$ cat src/sv/assert_macros.svh
// Assertion macros used by the supply setpoint monitor core.
// Define NO_ASSERTIONS to compile the checks out.
`ifndef ASSERT_MACROS_SVH
`define ASSERT_MACROS_SVH

`ifndef NO_ASSERTIONS

// Clocked check that is skipped while reset is high.
`define ASSERT_CLK(label, clock, reset, prop, msg) \
  label: assert property (@(posedge clock) disable iff (reset) prop) else $error(msg);

// Clocked check that also holds during reset.
`define ASSERT_CLK_ALWAYS(label, clock, prop, msg) \
  label: assert property (@(posedge clock) prop) else $error(msg);

`else

`define ASSERT_CLK(label, clock, reset, prop, msg)
`define ASSERT_CLK_ALWAYS(label, clock, prop, msg)

`endif

`endif

$ cat src/sv/ssm_pkg.sv
// Shared types and constants for the supply setpoint stability monitor.
// No dependencies; every RTL module and interface of the block imports this package.
`timescale 1ns / 1ps

package ssm_pkg;

  // Operation codes of an input item.
  localparam logic [1:0] OP_RESTORE = 2'd0;
  localparam logic [1:0] OP_TICK    = 2'd1;
  localparam logic [1:0] OP_ACK     = 2'd2;

  // Configuration register indexes.
  localparam int unsigned CFG_IDX_W  = 3;
  localparam int unsigned CFG_DATA_W = 14;

  localparam logic [CFG_IDX_W-1:0] REG_STEP_SIZE   = 3'd0;
  localparam logic [CFG_IDX_W-1:0] REG_MAX_SETPT   = 3'd1;
  localparam logic [CFG_IDX_W-1:0] REG_MIN_SETPT   = 3'd2;
  localparam logic [CFG_IDX_W-1:0] REG_CALIBRATION = 3'd3;
  localparam logic [CFG_IDX_W-1:0] REG_TOLERANCE   = 3'd4;
  localparam logic [CFG_IDX_W-1:0] REG_UNSTABLE_LIM = 3'd5;

  // Register reset values.
  localparam logic [7:0]  RST_STEP_SIZE    = 8'd50;
  localparam logic [13:0] RST_MAX_SETPT    = 14'd12000;
  localparam logic [13:0] RST_MIN_SETPT    = 14'd660;
  localparam logic [7:0]  RST_CALIBRATION  = 8'd30;
  localparam logic [7:0]  RST_TOLERANCE    = 8'd20;
  localparam logic [7:0]  RST_UNSTABLE_LIM = 8'd12;

  // ADC counts to millivolts.
  localparam logic [4:0]  ADC_SCALE = 5'd20;
  localparam logic [7:0]  CNT_MAX   = 8'd255;

  typedef struct packed {
    logic [7:0]  step_size_mv;
    logic [13:0] max_setpoint_mv;
    logic [13:0] min_setpoint_mv;
    logic [7:0]  calibration_mv;
    logic [7:0]  tolerance_mv;
    logic [7:0]  unstable_limit;
  } cfg_t;

  typedef struct packed {
    logic [1:0]        op;
    logic [13:0]       saved_setpoint_mv;
    logic              encoder_moved;
    logic signed [6:0] encoder_delta;
    logic [9:0]        adc_sample;
  } item_t;

  typedef struct packed {
    logic [13:0] setpoint_mv;
    logic        dac_write;
    logic [14:0] measured_mv;
    logic        stable;
    logic        dirty;
  } result_t;

endpackage

$ cat src/sv/ssm_if.sv
// Valid/ready channel interfaces for input items and result items.
// Depends on ssm_pkg only for consistency of the field widths.
`timescale 1ns / 1ps

interface ssm_item_if import ssm_pkg::*; ();
  logic              valid;
  logic              ready;
  logic [1:0]        op;
  logic [13:0]       saved_setpoint_mv;
  logic              encoder_moved;
  logic signed [6:0] encoder_delta;
  logic [9:0]        adc_sample;

  modport source (output valid, op, saved_setpoint_mv, encoder_moved, encoder_delta,
                  adc_sample, input ready);
  modport sink (input valid, op, saved_setpoint_mv, encoder_moved, encoder_delta,
                adc_sample, output ready);
endinterface

interface ssm_result_if import ssm_pkg::*; ();
  logic        valid;
  logic        ready;
  logic [13:0] setpoint_mv;
  logic        dac_write;
  logic [14:0] measured_mv;
  logic        stable;
  logic        dirty;

  modport source (output valid, setpoint_mv, dac_write, measured_mv, stable, dirty,
                  input ready);
  modport sink (input valid, setpoint_mv, dac_write, measured_mv, stable, dirty,
                output ready);
endinterface

$ cat src/sv/ssm_cfg.sv
// Configuration register file of the supply setpoint monitor.
// Depends on ssm_pkg for the register indexes, reset values and cfg_t.
`timescale 1ns / 1ps

module ssm_cfg
  import ssm_pkg::*;
(
  input  logic                  clk,
  input  logic                  rst,
  input  logic                  cfg_write_en,
  input  logic [CFG_IDX_W-1:0]  cfg_index,
  input  logic [CFG_DATA_W-1:0] cfg_data,
  output cfg_t                  cfg
);

  always_ff @(posedge clk) begin
    if (rst) begin
      cfg.step_size_mv    <= RST_STEP_SIZE;
      cfg.max_setpoint_mv <= RST_MAX_SETPT;
      cfg.min_setpoint_mv <= RST_MIN_SETPT;
      cfg.calibration_mv  <= RST_CALIBRATION;
      cfg.tolerance_mv    <= RST_TOLERANCE;
      cfg.unstable_limit  <= RST_UNSTABLE_LIM;
    end else if (cfg_write_en) begin
      unique case (cfg_index)
        REG_STEP_SIZE:    cfg.step_size_mv    <= cfg_data[7:0];
        REG_MAX_SETPT:    cfg.max_setpoint_mv <= cfg_data[13:0];
        REG_MIN_SETPT:    cfg.min_setpoint_mv <= cfg_data[13:0];
        REG_CALIBRATION:  cfg.calibration_mv  <= cfg_data[7:0];
        REG_TOLERANCE:    cfg.tolerance_mv    <= cfg_data[7:0];
        REG_UNSTABLE_LIM: cfg.unstable_limit  <= cfg_data[7:0];
        default: ;
      endcase
    end
  end

endmodule

$ cat src/sv/ssm_core.sv
// Setpoint, measurement and stability state with its one-step update logic.
// Depends on ssm_pkg and assert_macros.svh.
`timescale 1ns / 1ps
`include "assert_macros.svh"

module ssm_core
  import ssm_pkg::*;
(
  input  logic    clk,
  input  logic    rst,
  input  cfg_t    cfg,
  input  logic    fire,
  input  item_t   item,
  output result_t res
);

  logic [13:0] setpoint;
  logic [14:0] measured;   // also serves as the previous measurement
  logic [7:0]  unstable_cnt;
  logic        stable_flag;
  logic        dirty_flag;

  logic [13:0] setpoint_next;
  logic [14:0] measured_next;
  logic [7:0]  unstable_cnt_next;
  logic        stable_next;
  logic        dirty_next;
  logic        dac_next;

  logic signed [15:0] change;
  logic [15:0]        change_neg;
  logic [16:0]        sum_up;
  logic [13:0]        diff_dn;
  logic [13:0]        enc_setpoint;
  logic [14:0]        sample_mv;
  logic [14:0]        jump;
  logic [14:0]        error;
  logic [7:0]         cnt_once;
  logic [7:0]         cnt_twice;

  // Encoder path: signed product, then clamp.
  always_comb begin
    change     = $signed({1'b0, cfg.step_size_mv}) * item.encoder_delta;
    change_neg = 16'(-change);
    sum_up     = {3'b000, setpoint} + {1'b0, change};
    diff_dn    = setpoint - change_neg[13:0];
    if (change > 16'sd0) begin
      if (sum_up > {3'b000, cfg.max_setpoint_mv}) begin
        enc_setpoint = cfg.max_setpoint_mv;
      end else begin
        enc_setpoint = sum_up[13:0];
      end
    end else if (change_neg > {2'b00, setpoint}) begin
      enc_setpoint = cfg.min_setpoint_mv;
    end else if (diff_dn < cfg.min_setpoint_mv) begin
      enc_setpoint = cfg.min_setpoint_mv;
    end else begin
      enc_setpoint = diff_dn;
    end
  end

  // Sample path: times 20 as two shifts, plus the calibration offset.
  always_comb begin
    sample_mv = 15'({item.adc_sample, 4'b0000}) + 15'({item.adc_sample, 2'b00})
              + 15'(cfg.calibration_mv);
    jump  = (measured > sample_mv) ? measured - sample_mv : sample_mv - measured;
    error = ({1'b0, setpoint} > sample_mv) ? {1'b0, setpoint} - sample_mv
                                           : sample_mv - {1'b0, setpoint};
    cnt_once  = (unstable_cnt == CNT_MAX) ? CNT_MAX : unstable_cnt + 8'd1;
    cnt_twice = (cnt_once == CNT_MAX) ? CNT_MAX : cnt_once + 8'd1;
  end

  always_comb begin
    setpoint_next     = setpoint;
    measured_next     = measured;
    unstable_cnt_next = unstable_cnt;
    stable_next       = stable_flag;
    dirty_next        = dirty_flag;
    dac_next          = 1'b0;
    case (item.op)
      OP_RESTORE: begin
        setpoint_next = item.saved_setpoint_mv;
        dac_next      = 1'b1;
      end
      OP_TICK: begin
        if (item.encoder_moved) begin
          setpoint_next = enc_setpoint;
          dirty_next    = 1'b1;
          dac_next      = 1'b1;
        end else begin
          measured_next = sample_mv;
          if (jump > {7'd0, cfg.tolerance_mv}) begin
            dirty_next = 1'b1;
          end
          if (error > {7'd0, cfg.tolerance_mv}) begin
            // Out of tolerance: the counter moves up by two, and the limit is
            // checked after the first step.
            if (cnt_once > cfg.unstable_limit && stable_flag) begin
              stable_next = 1'b0;
              dirty_next  = 1'b1;
            end
            unstable_cnt_next = cnt_twice;
            dac_next          = 1'b1;
          end else if (unstable_cnt != 8'd0) begin
            unstable_cnt_next = unstable_cnt - 8'd1;
          end else if (!stable_flag) begin
            stable_next = 1'b1;
            dirty_next  = 1'b1;
          end
        end
      end
      OP_ACK: begin
        dirty_next = 1'b0;
      end
      default: ;
    endcase
  end

  always_ff @(posedge clk) begin
    if (rst) begin
      setpoint     <= '0;
      measured     <= '0;
      unstable_cnt <= '0;
      stable_flag  <= 1'b0;
      dirty_flag   <= 1'b0;
    end else if (fire) begin
      setpoint     <= setpoint_next;
      measured     <= measured_next;
      unstable_cnt <= unstable_cnt_next;
      stable_flag  <= stable_next;
      dirty_flag   <= dirty_next;
    end
  end

  assign res.setpoint_mv = setpoint_next;
  assign res.dac_write   = dac_next;
  assign res.measured_mv = measured_next;
  assign res.stable      = stable_next;
  assign res.dirty       = dirty_next;

  `ASSERT_CLK(a_state_holds_when_idle, clk, rst, !fire |=> $stable(setpoint) && $stable(unstable_cnt) && $stable(measured), "state changed without a transaction")
  `ASSERT_CLK(a_restore_loads, clk, rst, fire && item.op == OP_RESTORE |=> setpoint == $past(item.saved_setpoint_mv), "restore did not load the saved setpoint")
  `ASSERT_CLK(a_ack_clears_dirty, clk, rst, fire && item.op == OP_ACK |=> !dirty_flag, "ack left the dirty flag set")
  `ASSERT_CLK(a_dac_only_on_update, clk, rst, res.dac_write |-> item.op == OP_RESTORE || item.op == OP_TICK, "DAC write on an item that does not update")
  `ASSERT_CLK_ALWAYS(a_reset_clears, clk, $past(rst) |-> !stable_flag && !dirty_flag && unstable_cnt == 8'd0, "state not cleared by reset")

endmodule

$ cat src/sv/supply_setpoint_stability_monitor.sv
// Supply setpoint stability monitor: input register, update core, result register.
// Depends on ssm_pkg, ssm_if, ssm_cfg and ssm_core.
`timescale 1ns / 1ps

// Takes one item per clock while results are being taken, and returns one result
// per item. An accepted transaction waits in the input register; the update logic
// writes the new state and the result register together at an edge when the
// result register is free or being read, so items may follow every cycle while
// results are taken. The result register is one deep: while it holds a result that
// is not taken, the input register can still take one more item, after which input
// ready drops until the result side moves. Configuration writes take effect at the
// next edge and must only be made while no items are in flight.
module supply_setpoint_stability_monitor
  import ssm_pkg::*;
(
  input  logic                  clk,
  input  logic                  rst,
  input  logic                  cfg_write_en,
  input  logic [CFG_IDX_W-1:0]  cfg_index,
  input  logic [CFG_DATA_W-1:0] cfg_data,
  ssm_item_if.sink              item,
  ssm_result_if.source          result
);

  cfg_t    cfg;
  item_t   item_q;
  logic    item_valid;
  logic    out_valid;
  result_t out_q;
  result_t res_next;
  logic    advance;

  assign advance    = item_valid && (!out_valid || result.ready);
  assign item.ready = !item_valid || advance;

  ssm_cfg u_cfg (
    .clk          (clk),
    .rst          (rst),
    .cfg_write_en (cfg_write_en),
    .cfg_index    (cfg_index),
    .cfg_data     (cfg_data),
    .cfg          (cfg)
  );

  ssm_core u_core (
    .clk  (clk),
    .rst  (rst),
    .cfg  (cfg),
    .fire (advance),
    .item (item_q),
    .res  (res_next)
  );

  always_ff @(posedge clk) begin
    if (rst) begin
      item_valid <= 1'b0;
    end else if (item.ready) begin
      item_valid <= item.valid;
    end
    if (item.valid && item.ready) begin
      item_q.op                <= item.op;
      item_q.saved_setpoint_mv <= item.saved_setpoint_mv;
      item_q.encoder_moved     <= item.encoder_moved;
      item_q.encoder_delta     <= item.encoder_delta;
      item_q.adc_sample        <= item.adc_sample;
    end
  end

  always_ff @(posedge clk) begin
    if (rst) begin
      out_valid <= 1'b0;
    end else if (advance) begin
      out_valid <= 1'b1;
    end else if (result.ready) begin
      out_valid <= 1'b0;
    end
    if (advance) begin
      out_q <= res_next;
    end
  end

  assign result.valid       = out_valid;
  assign result.setpoint_mv = out_q.setpoint_mv;
  assign result.dac_write   = out_q.dac_write;
  assign result.measured_mv = out_q.measured_mv;
  assign result.stable      = out_q.stable;
  assign result.dirty       = out_q.dirty;

endmodule
$ cat src/flat_wrapper.sv
// flat-port wrapper written by rule: the top's interface ports become plain ports
module supply_setpoint_stability_monitor_flat import ssm_pkg::*;
  (clk, rst, cfg_write_en, cfg_index, cfg_data, item_valid, item_op, item_saved_setpoint_mv, item_encoder_moved, item_encoder_delta, item_adc_sample, item_ready, result_valid, result_setpoint_mv, result_dac_write, result_measured_mv, result_stable, result_dirty, result_ready);
  ssm_item_if item_i ();
  ssm_result_if result_i ();
  input  logic clk;
  input  logic rst;
  input  logic cfg_write_en;
  input  logic [CFG_IDX_W-1:0] cfg_index;
  input  logic [CFG_DATA_W-1:0] cfg_data;
  input wire logic [$bits(item_i.valid)-1:0] item_valid;
  input wire logic [$bits(item_i.op)-1:0] item_op;
  input wire logic [$bits(item_i.saved_setpoint_mv)-1:0] item_saved_setpoint_mv;
  input wire logic [$bits(item_i.encoder_moved)-1:0] item_encoder_moved;
  input wire logic [$bits(item_i.encoder_delta)-1:0] item_encoder_delta;
  input wire logic [$bits(item_i.adc_sample)-1:0] item_adc_sample;
  output wire logic [$bits(item_i.ready)-1:0] item_ready;
  output wire logic [$bits(result_i.valid)-1:0] result_valid;
  output wire logic [$bits(result_i.setpoint_mv)-1:0] result_setpoint_mv;
  output wire logic [$bits(result_i.dac_write)-1:0] result_dac_write;
  output wire logic [$bits(result_i.measured_mv)-1:0] result_measured_mv;
  output wire logic [$bits(result_i.stable)-1:0] result_stable;
  output wire logic [$bits(result_i.dirty)-1:0] result_dirty;
  input wire logic [$bits(result_i.ready)-1:0] result_ready;
  assign item_i.valid = item_valid;
  assign item_i.op = item_op;
  assign item_i.saved_setpoint_mv = item_saved_setpoint_mv;
  assign item_i.encoder_moved = item_encoder_moved;
  assign item_i.encoder_delta = item_encoder_delta;
  assign item_i.adc_sample = item_adc_sample;
  assign item_ready = item_i.ready;
  assign result_valid = result_i.valid;
  assign result_setpoint_mv = result_i.setpoint_mv;
  assign result_dac_write = result_i.dac_write;
  assign result_measured_mv = result_i.measured_mv;
  assign result_stable = result_i.stable;
  assign result_dirty = result_i.dirty;
  assign result_i.ready = result_ready;
  supply_setpoint_stability_monitor u_core (.clk(clk), .rst(rst), .cfg_write_en(cfg_write_en), .cfg_index(cfg_index), .cfg_data(cfg_data), .item(item_i), .result(result_i));
endmodule
$ cat config.mk
export PLATFORM = sky130hd
export DESIGN_NAME = supply_setpoint_stability_monitor_flat
export DESIGN_NICKNAME = d
export VERILOG_FILES = /design/src/sv/ssm_pkg.sv /design/src/sv/ssm_if.sv /design/src/sv/ssm_cfg.sv /design/src/sv/ssm_core.sv /design/src/sv/supply_setpoint_stability_monitor.sv /design/src/flat_wrapper.sv
export VERILOG_INCLUDE_DIRS = /design/src /design/src/sv
export SDC_FILE = /design/constraint.sdc
export NUM_CORES = 1
export LEC_CHECK = 0
export ABC_AREA = 1
export BUFFER_PORTS_ARGS = -buffer_cell sky130_fd_sc_hd__buf_4
export CAP_MARGIN = 20
export CORE_MARGIN = 2
export CORE_UTILIZATION = 53
export DETAILED_ROUTE_END_ITERATION = 12
export HOLD_SLACK_MARGIN = 0.06
export PLACE_DENSITY = 0.74
export SKIP_CTS_REPAIR_TIMING = 1
export SLEW_MARGIN = 30
export SYNTH_ARGS = -nofsm -noshare
export SYNTH_HDL_FRONTEND = slang
export SYNTH_SLANG_ARGS = --single-unit
$ cat constraint.sdc
create_clock -name clk -period 18.2 [get_ports clk]
set_input_delay 0 -clock clk [delete_from_list [all_inputs] [get_ports clk]]
set_output_delay 0 -clock clk [all_outputs]
set_load 0.05 [all_outputs]
After elaboration in Yosys (flattened, before gate mapping)
Index checks and enable logic that the tools add are counted.
Widths: inputs -> output; s select.
{"block": "classes", "eq_ne": 9, "order_cmp": 9, "n_bitwise": 1, "mux": 31, "reduce_logical": 19, "add_sub_neg": 12, "multipliers": 1}
{"operator": "$mux 14", "n": 5}
{"operator": "$mux 15", "n": 4}
{"operator": "$mux 8", "n": 4}
{"operator": "$gt 15x8->1", "n": 2}
{"operator": "$sub 15x15->15", "n": 2}
{"operator": "$pmux 14 s2", "n": 1}
{"operator": "$add 14x16->17", "n": 1}
{"operator": "$gt 17x14->1", "n": 1}
{"operator": "$add 8x1->8 const B", "n": 2}
{"operator": "$eq 8x8->1 const B", "n": 2}
{"operator": "$gt 16x1->1 const B", "n": 1}
{"operator": "$gt 16x14->1", "n": 1}
{"operator": "$mul 9x7->16", "n": 1}
{"operator": "$neg 16->16", "n": 1}
{"operator": "$add 14x12->15", "n": 1}
{"operator": "$add 15x8->15", "n": 1}
{"operator": "$gt 14x15->1", "n": 1}
{"operator": "$gt 15x15->1", "n": 1}
{"operator": "$mux 1", "n": 15}
{"operator": "$sub 14x15->15", "n": 1}
{"operator": "$sub 15x14->15", "n": 1}
{"operator": "$lt 14x14->1", "n": 1}
{"operator": "$sub 14x14->14", "n": 1}
{"operator": "$reduce_and 2->1", "n": 6}
{"operator": "other kinds (17)", "n": 25}
{"block": "totals", "out_inout_bits": 34, "regBits": 167}

Depth between registers and ports, before layout
Gate-level depths: netlist (run 1).
{"block": "logic_depth", "word_depth": 11, "ltp_mapped": 47, "mapped_depth_nobuf": 46}

Hierarchy
From an unflattened synthesis (run 1), not the netlist that was laid out.
{"block": "hier_totals", "cells_unflattened": 2279, "hier_area_um2": 16375.7}
{"mod": "ssm_core", "area_each_um2": 11926.4, "instances": 1, "seq_area_each_um2": 780.7, "cells_each": 1866}
{"mod": "ssm_cfg", "area_each_um2": 2376.0, "instances": 1, "seq_area_each_um2": 1201.2, "cells_each": 335}
{"mod": "supply_setpoint_stability_monitor", "area_each_um2": 2073.2, "instances": 1, "seq_area_each_um2": 2021.9, "cells_each": 78}

Worst setup path after synthesis (run 1)
Ideal clock, no wire load.
{"block": "synth_timing", "path_kind": "reg2reg", "start": "register u_core.item_q[16] in the netlist's numbering", "end": "register u_core.out_q (netlist bit u_core.result.setpoint_mv[11]) (data pin)", "synth_period_minus_slack_ns": 6.881, "t_arrival_ns": 6.622, "required_time_ns": 17.941, "slack_ns": 11.319, "setup_time_ns": 0.259, "path_buffers": 2, "path_stages_with_launch": 34, "path_cell_list": "edfxtp_1 clkinv_1 or2_2 fa_1 fa_1 inv_1 fa_1 fa_1 ha_1 buf_2 nand2_2 nand3_4 a21oi_4 xor2_1 inv_1 ha_1 a21oi_1 a21boi_0 o21ai_0 xor2_1 ha_1 inv_1 nor3_1 a211oi_1 a21boi_0 o21ai_0 nand2_1 nor2_1 nand2_2 buf_6 o21ai_0 nand2_1 nand3_2 nand2_1"}
{"element": "start, declared", "line": "supply_setpoint_stability_monitor.sv:26", "source": "item_t item_q;"}
{"element": "end signal, assigned", "line": "supply_setpoint_stability_monitor.sv:78", "source": "out_q <= res_next;"}
{"element": "end, declared", "line": "supply_setpoint_stability_monitor.sv:29", "source": "result_t out_q;"}

==> flow_metrics.py, run 1 <==
metrics = {
    "outcome": {
        "outcome": "completed",
    },
    "global_routing": {
        "grt_pass1_vias": 14400,
        "grt_max_degree": 64,
        "overflow": 0,
        "grt_first_pass_wirelength_um": 76500,
        "grt_antenna_before_repair": 0,
        "grt.total_usage_pct": 31.8,
    },
    "power_and_ir_drop": {
        "ir_drop_mv": 0.0782,
        "total_power_uw": 2040,
        "power_leakage_uw": 0.00928,
        "powerDensity_nw_per_um2": 113,
    },
    "synthesis": {
        "synth_ff_type": "dfxtp_1",
        "ys_seq_area_share_pct": 25.1,
        "synth_top_cell_by_area": "ha_1",
        "synth_most_common_cell": "nand2_1",
        "yosysUniqueCellTypes": 61,
        "synth_area_leaders": "ha_1, dfxtp_1, edfxtp_1, nand2_1, inv_1",
        "synth_area_per_cell_um2": 7.33,
        "netlist_area_um2": 16000,
        "yosys_warnings": 0,
        "yosys-top-cells-count": "nand2_1, inv_1, ha_1",
        "yosys_register_bits": 167,
        "async_flop_share_pct": 0,
        "yosysTopAreaCellShare_pct": 16.6,
        "netlist_instances": 2179,
        "synthesis.nets": 2488,
        "synth_edf_count": 66,
    },
    "worst_setup_path": {
        "worstSetupStartpointType": "flip-flop",
        "reg2reg_depth": 30,
        "slowest_delay_ns": 0.56,
        "rr_endpoint": "u_core.result.setpoint_mv[11]",
        "critPathKind": "reg -> reg",
        "reg2reg_slack_ns": 10.21,
        "critPathRequiredTime_ns": 18.41,
        "r2r_start": "u_core.item_q[16]",
        "crit_slowest_cell": "fa_1",
        "worstPathArrival_ns": 8.20,
        "end_kind": "flip-flop",
        "path_max_fanout": 27,
    },
    "sta": {
        "relSlewSlack_pct": 38.2,
        "min_period_ns": 7.99,
        "worstMarginPinSlew_ns": 0.927,
        "setup_ws_ns": 10.21,
        "hold_viol_final": 0,
        "whs_ns": 0.0196,
        "max_freq_ghz": 0.125,
        "setup-violations-final": 0,
        "slew_violations": 0,
        "tns_ns": 0,
        "fin_worst_skew_ns": 0.0133,
        "fin_crit_sh_pct": 43.9,
        "grt_setup_unrepaired": "false",
    },
    "clock_tree": {
        "cts-root-buf": "clkbuf_16",
        "cts_made_buffers": 17,
        "clock_path_buffers": 2,
        "cts_tree": "done",
        "insertion_delay_ns": 0.47,
        "cts.sinks": 167,
        "path_clk_slew_ns": 0.08,
        "htreeDepth": 4,
    },
    "floorplan": {
        "ios": 90,
        "chipWidth_um": 178,
        "die_area_um2": 31600,
        "num_rows": 63,
        "placeableCoreArea_um2": 29600,
        "start_util_pct": 53.9,
        "dieHeight_um": 178,
    },
    "placement": {
        "pre_cts_ws_ns": 10.32,
        "gp_congestion": 0.996,
        "dp_hpwl_um": 39400,
        "place_area_um2": 16900,
        "port_buffers": 89,
    },
    "route": {
        "avgViaCountPerCell": 5.55,
        "first_iter_violations": 1098,
        "drt_wl_total_um": 49800,
        "via_count": 15000,
        "drt.antenna.violating_nets": 0,
        "drc_errors": 0,
        "wl_per_cell_um": 18.5,
        "drtPass1Iterations": 6,
    },
    "worst_hold_path": {
        "holdCritStartpoint": "cfg_index[1]",
        "hold_end": "u_core.u_cfg.cfg[10]",
        "hold_path.class": "in -> reg",
        "hold_depth": 6,
    },
    "finish": {
        "final_area_um2": 18100,
        "fin_nets": 2603,
        "areaGrowthSynthToFinish_pct": 13.4,
        "n_antenna_cell": 0,
        "drive_gt1_share_pct": 8.67,
    },
    "flow_run": {
        "cap_violations": 0,
    },
}
==> cell families (layout without fill, tap and decap cells) <==
group | Yosys count | count (layout) | share of synthesized area (%)
buffers and inverters | 443 | 571 | 10.9
adders and majority gates | 253 | 253 | 21.7
muxes | 3 | 3 | 0.188
and+or+nand+nor | 795 | 795 | 21.8
AOI/OAI and AO/OA | 443 | 443 | 15.8
DFF | 167 | 167 | 25.1
xor gates and xnor gates | 75 | 75 | 4.56
==> where the power goes <==
part | total, µW | switching, µW | internal (µW)
sequential | 429 | 19.8 | 409
clock | 406 | 181 | 225
combinational | 1210 | 786 | 419
total | 2040 | 987 | 1050
==> area by class of cell <==
| cell class | instances | area (µm²) |
|---|---|---|
| Clock buffer | 21 | 484 |
| Inverter | 386 | 1460 |
| Multi-Input combinational cell | 1569 | 10200 |
| Timing Repair Buffer | 153 | 1300 |
| Fill cell | 2800 | 11500 |
| Sequential cell | 167 | 4000 |
| Tap cell | 390 | 488 |
| Clock inverter | 11 | 151 |
==> metal layers <==
layer	GRT usage, %	wire length [µm]	vias up
met2	54.7	24000	495
li1	-	-	7353
met1	37.9	20300	6990
met5	0	0	-
met3	4.39	2510	136
met4	18.7	3020	0
==> metrics by stage <==
| step | utilization, % | cells |
|---|---|---|
| after floorplan | - | 2179 |
| after global placement | 57.0 | 2606 |
| after detailed placement | 57.0 | 2606 |
| after CTS | 59.2 | 2638 |
| after global routing | 61.1 | 2697 |
| final | 61.1 | 2697 |
==> sequential cells by signal, summed over array words and instances (netlist names) <==
name / count
u_core.item_q: 34
u_core.item_valid: 1
u_core.result.dac_write: 1
u_core.result.dirty: 1
u_core.result.measured_mv: 15
u_core.result.setpoint_mv: 14
u_core.result.stable: 1
u_core.result.valid: 1
u_core.u_cfg.cfg: 60
u_core.u_core.dirty_flag: 1
u_core.u_core.measured: 15
u_core.u_core.setpoint: 14
u_core.u_core.stable_flag: 1
u_core.u_core.unstable_cnt: 8
==> worst max-delay path: cells and delay by family (launching register included) <==
family / cells / cell delay [ns]
adders and majority gates: 7 / 3.21
and+or+nand+nor: 11 / 1.90
AOI/OAI and AO/OA: 6 / 1.45
buffers and inverters: 4 / 0.43
xor gates and xnor gates: 2 / 0.38
DFF: 1 / 0.37
==> placed cells by master, fill, tap and decap left out, types with 66 or more instances in the layout <==
master,count
nand2_1,443
inv_1,364
ha_1,212
a21oi_1,175
nor2_1,145
o21ai_0,138
nand3_1,117
dfxtp_1,101
buf_4,94
edfxtp_1,66
==> worst max-delay path by stage <==
stage / startpoint / to / slack [ns] / cells after the start
2_1_floorplan: u_core.item_q[16] / u_core.result.setpoint_mv[11] / 11.32 / 33
3_3_place_gp: u_core.item_q[16] / u_core.result.setpoint_mv[11] / 10.45 / 31
3_5_place_dp: u_core.item_q[16] / u_core.result.setpoint_mv[11] / 10.32 / 30
4_1_cts: u_core.item_q[16] / u_core.result.setpoint_mv[11] / 10.27 / 31
5_1_grt: u_core.item_q[16] / u_core.u_core.setpoint[11] / 9.59 / 33
6_report: u_core.item_q[16] / u_core.result.setpoint_mv[11] / 10.21 / 30
Power figures use the tool's default switching activity.
==> run 2, diff against run 1 <==
clock period = 7.55 ns   (was 18.2 ns; I/O delays follow)
==> run 2 against run 1 <==
Total power rose by 150%. Clock skew rose by 0.0014 ns. Sequential power rose by 140%. Critical path type unchanged. Largest cell class unchanged. Largest power group unchanged.
==> flow_metrics.py, run 2 (synthesis gave the netlist of run 1 again) <==
metrics = {
    "clock_tree": {
        "clock_path_buffers": 2,
        "cts_tree": "done",
        "cts-root-buf": "clkbuf_16",
        "cts_made_buffers": 17,
        "insertion_delay_ns": 0.45,
        "cts.sinks": 167,
        "htreeDepth": 4,
        "path_clk_slew_ns": 0.08,
    },
    "route": {
        "drtPass1Iterations": 5,
        "drt.antenna.violating_nets": 0,
        "via_count": 15000,
        "drc_errors": 0,
        "drt_wl_total_um": 48400,
        "avgViaCountPerCell": 5.52,
        "wl_per_cell_um": 17.8,
        "first_iter_violations": 1276,
    },
    "global_routing": {
        "grt_max_degree": 64,
        "overflow": 0,
        "grt.busiest_layer": "met2",
        "met1_usage_pct": 39.6,
        "grt_first_pass_wirelength_um": 75600,
        "grt_antenna_before_repair": 0,
        "grt_pass1_vias": 14500,
        "use_met2_pct": 51.8,
        "grtUsageMet3_pct": 3.66,
        "grt.total_usage_pct": 30.9,
    },
    "floorplan": {
        "ios": 90,
        "start_util_pct": 53.9,
        "die_area_um2": 31600,
        "chipWidth_um": 178,
        "dieHeight_um": 178,
        "placeableCoreArea_um2": 29600,
        "num_rows": 63,
    },
    "sta": {
        "hold_viol_final": 0,
        "fin_worst_skew_ns": 0.0147,
        "slew_violations": 0,
        "fin_crit_sh_pct": 95.8,
        "max_freq_ghz": 0.138,
        "min_period_ns": 7.24,
        "tns_ns": 0,
        "relSlewSlack_pct": 41.8,
        "setup-violations-final": 0,
        "setup_ws_ns": 0.314,
        "worstMarginPinSlew_ns": 0.873,
    },
    "worst_setup_path": {
        "crit_slowest_cell": "fa_1",
        "end_kind": "flip-flop",
        "slowest_delay_ns": 0.59,
        "worstSetupPathDepth": 36,
        "critPathRequiredTime_ns": 7.89,
        "path_max_fanout": 7,
        "worstSetupStartpointType": "flip-flop",
        "critPathKind": "reg -> reg",
        "worstPathArrival_ns": 7.58,
        "critical-path-top-delay-family": "adder cells",
        "reg2reg_depth": 36,
        "path_common_cell": "inv_1",
        "cp_num_buf_inv": 9,
    },
    "finish": {
        "fin_nets": 2625,
        "final_common_cell": "nand2_1",
        "areaGrowthSynthToFinish_pct": 15.3,
        "largest_register": "u_core.u_cfg.cfg",
        "reg_top3": "u_core.u_cfg.cfg x60, u_core.item_q x34",
        "largest_reg_flops": 60,
        "layout_common_cells": "nand2_1, inv_1, ha_1, a21oi_1, nor2_1",
        "drive_gt1_share_pct": 11.0,
        "n_antenna_cell": 0,
    },
    "power_and_ir_drop": {
        "ir_drop_mv": 0.234,
        "p_int_uw": 2600,
        "p_clk_share_pct": 18.7,
        "total_power_uw": 5040,
        "power_leakage_uw": 0.00941,
        "power_frac_comb_pct": 60.9,
        "sw_frac_of_total_pct": 48.5,
        "power.switching_uw": 2450,
        "power_frac_seq_pct": 20.4,
        "powerDensity_nw_per_um2": 274,
    },
    "worst_hold_path": {
        "hold_path.class": "in -> reg",
        "hold_depth": 5,
    },
    "placement": {
        "gp_congestion": 0.990,
        "dp_hpwl_um": 37900,
        "pre_cts_ws_ns": 0.225,
        "port_buffers": 89,
    },
    "flow_run": {
        "cap_violations": 0,
    },
    "outcome": {
        "outcome": "completed",
    },
}
run 2: path summary, 6_finish.rpt:
path,endpoint,from,slack (ns)
worst max-delay path,u_core.u_core.setpoint[7],u_core.item_q[11],0.31
worst min-delay path,u_core.u_cfg.cfg[10],cfg_index[0],0.03
worst max register to register,u_core.u_core.setpoint[7],u_core.item_q[11],0.31
worst min register to register,u_core.u_cfg.cfg[1],u_core.u_cfg.cfg[1],0.47
run 2: power groups by stage:
| stage | Combinational [µW] | Clock, µW | Sequential, µW |
|---|---|---|---|
| floorplan | 2110 | 0 | 1060 |
| global placement | 2780 | 0 | 1050 |
| detailed placement | 2820 | 0 | 1050 |
| CTS | 2850 | 955 | 1030 |
| global route | 3450 | 986 | 1030 |
| finish | 3070 | 945 | 1030 |
run 2: layout make-up:
type | count | area [µm²]
repair buffers | 173 | 1460
clock inverters | 15 | 183
fillers | 2732 | 11200
multi-input cells | 1571 | 10400
clock buffers | 17 | 425
flip-flops and latches | 167 | 4000
well taps | 390 | 488
inverters | 386 | 1460
run 2: routing by layer:
layer | up-vias | part of all wire, %
met2 | 497 | 47
met3 | 113 | 5.4
met5 | - | 0
met1 | 7014 | 43
met4 | 0 | 4.8
li1 | 7389 | -
run 2: worst reg2reg max path, delay by kind of cell, from the launching register on:
kind	cells	cell delay (ns)
buf+inv	9	0.76
flops	1	0.48
compound gates	3	0.60
simple gates	14	1.49
xor+xnor	3	0.68
fa+ha+maj	7	3.11
run 2: through the flow:
step / hold slack, ns / area (µm²) / cells / util, %
floorplan: 0.0989 / 16000 / 2179 / -
global placement: 0.178 / 17100 / 2626 / 57.5
detailed placement: 0.179 / 17100 / 2626 / 57.6
CTS: -0.292 / 17700 / 2658 / 59.6
global route: 0.0616 / 18400 / 2719 / 62.2
finish: 0.0318 / 18400 / 2719 / 62.2
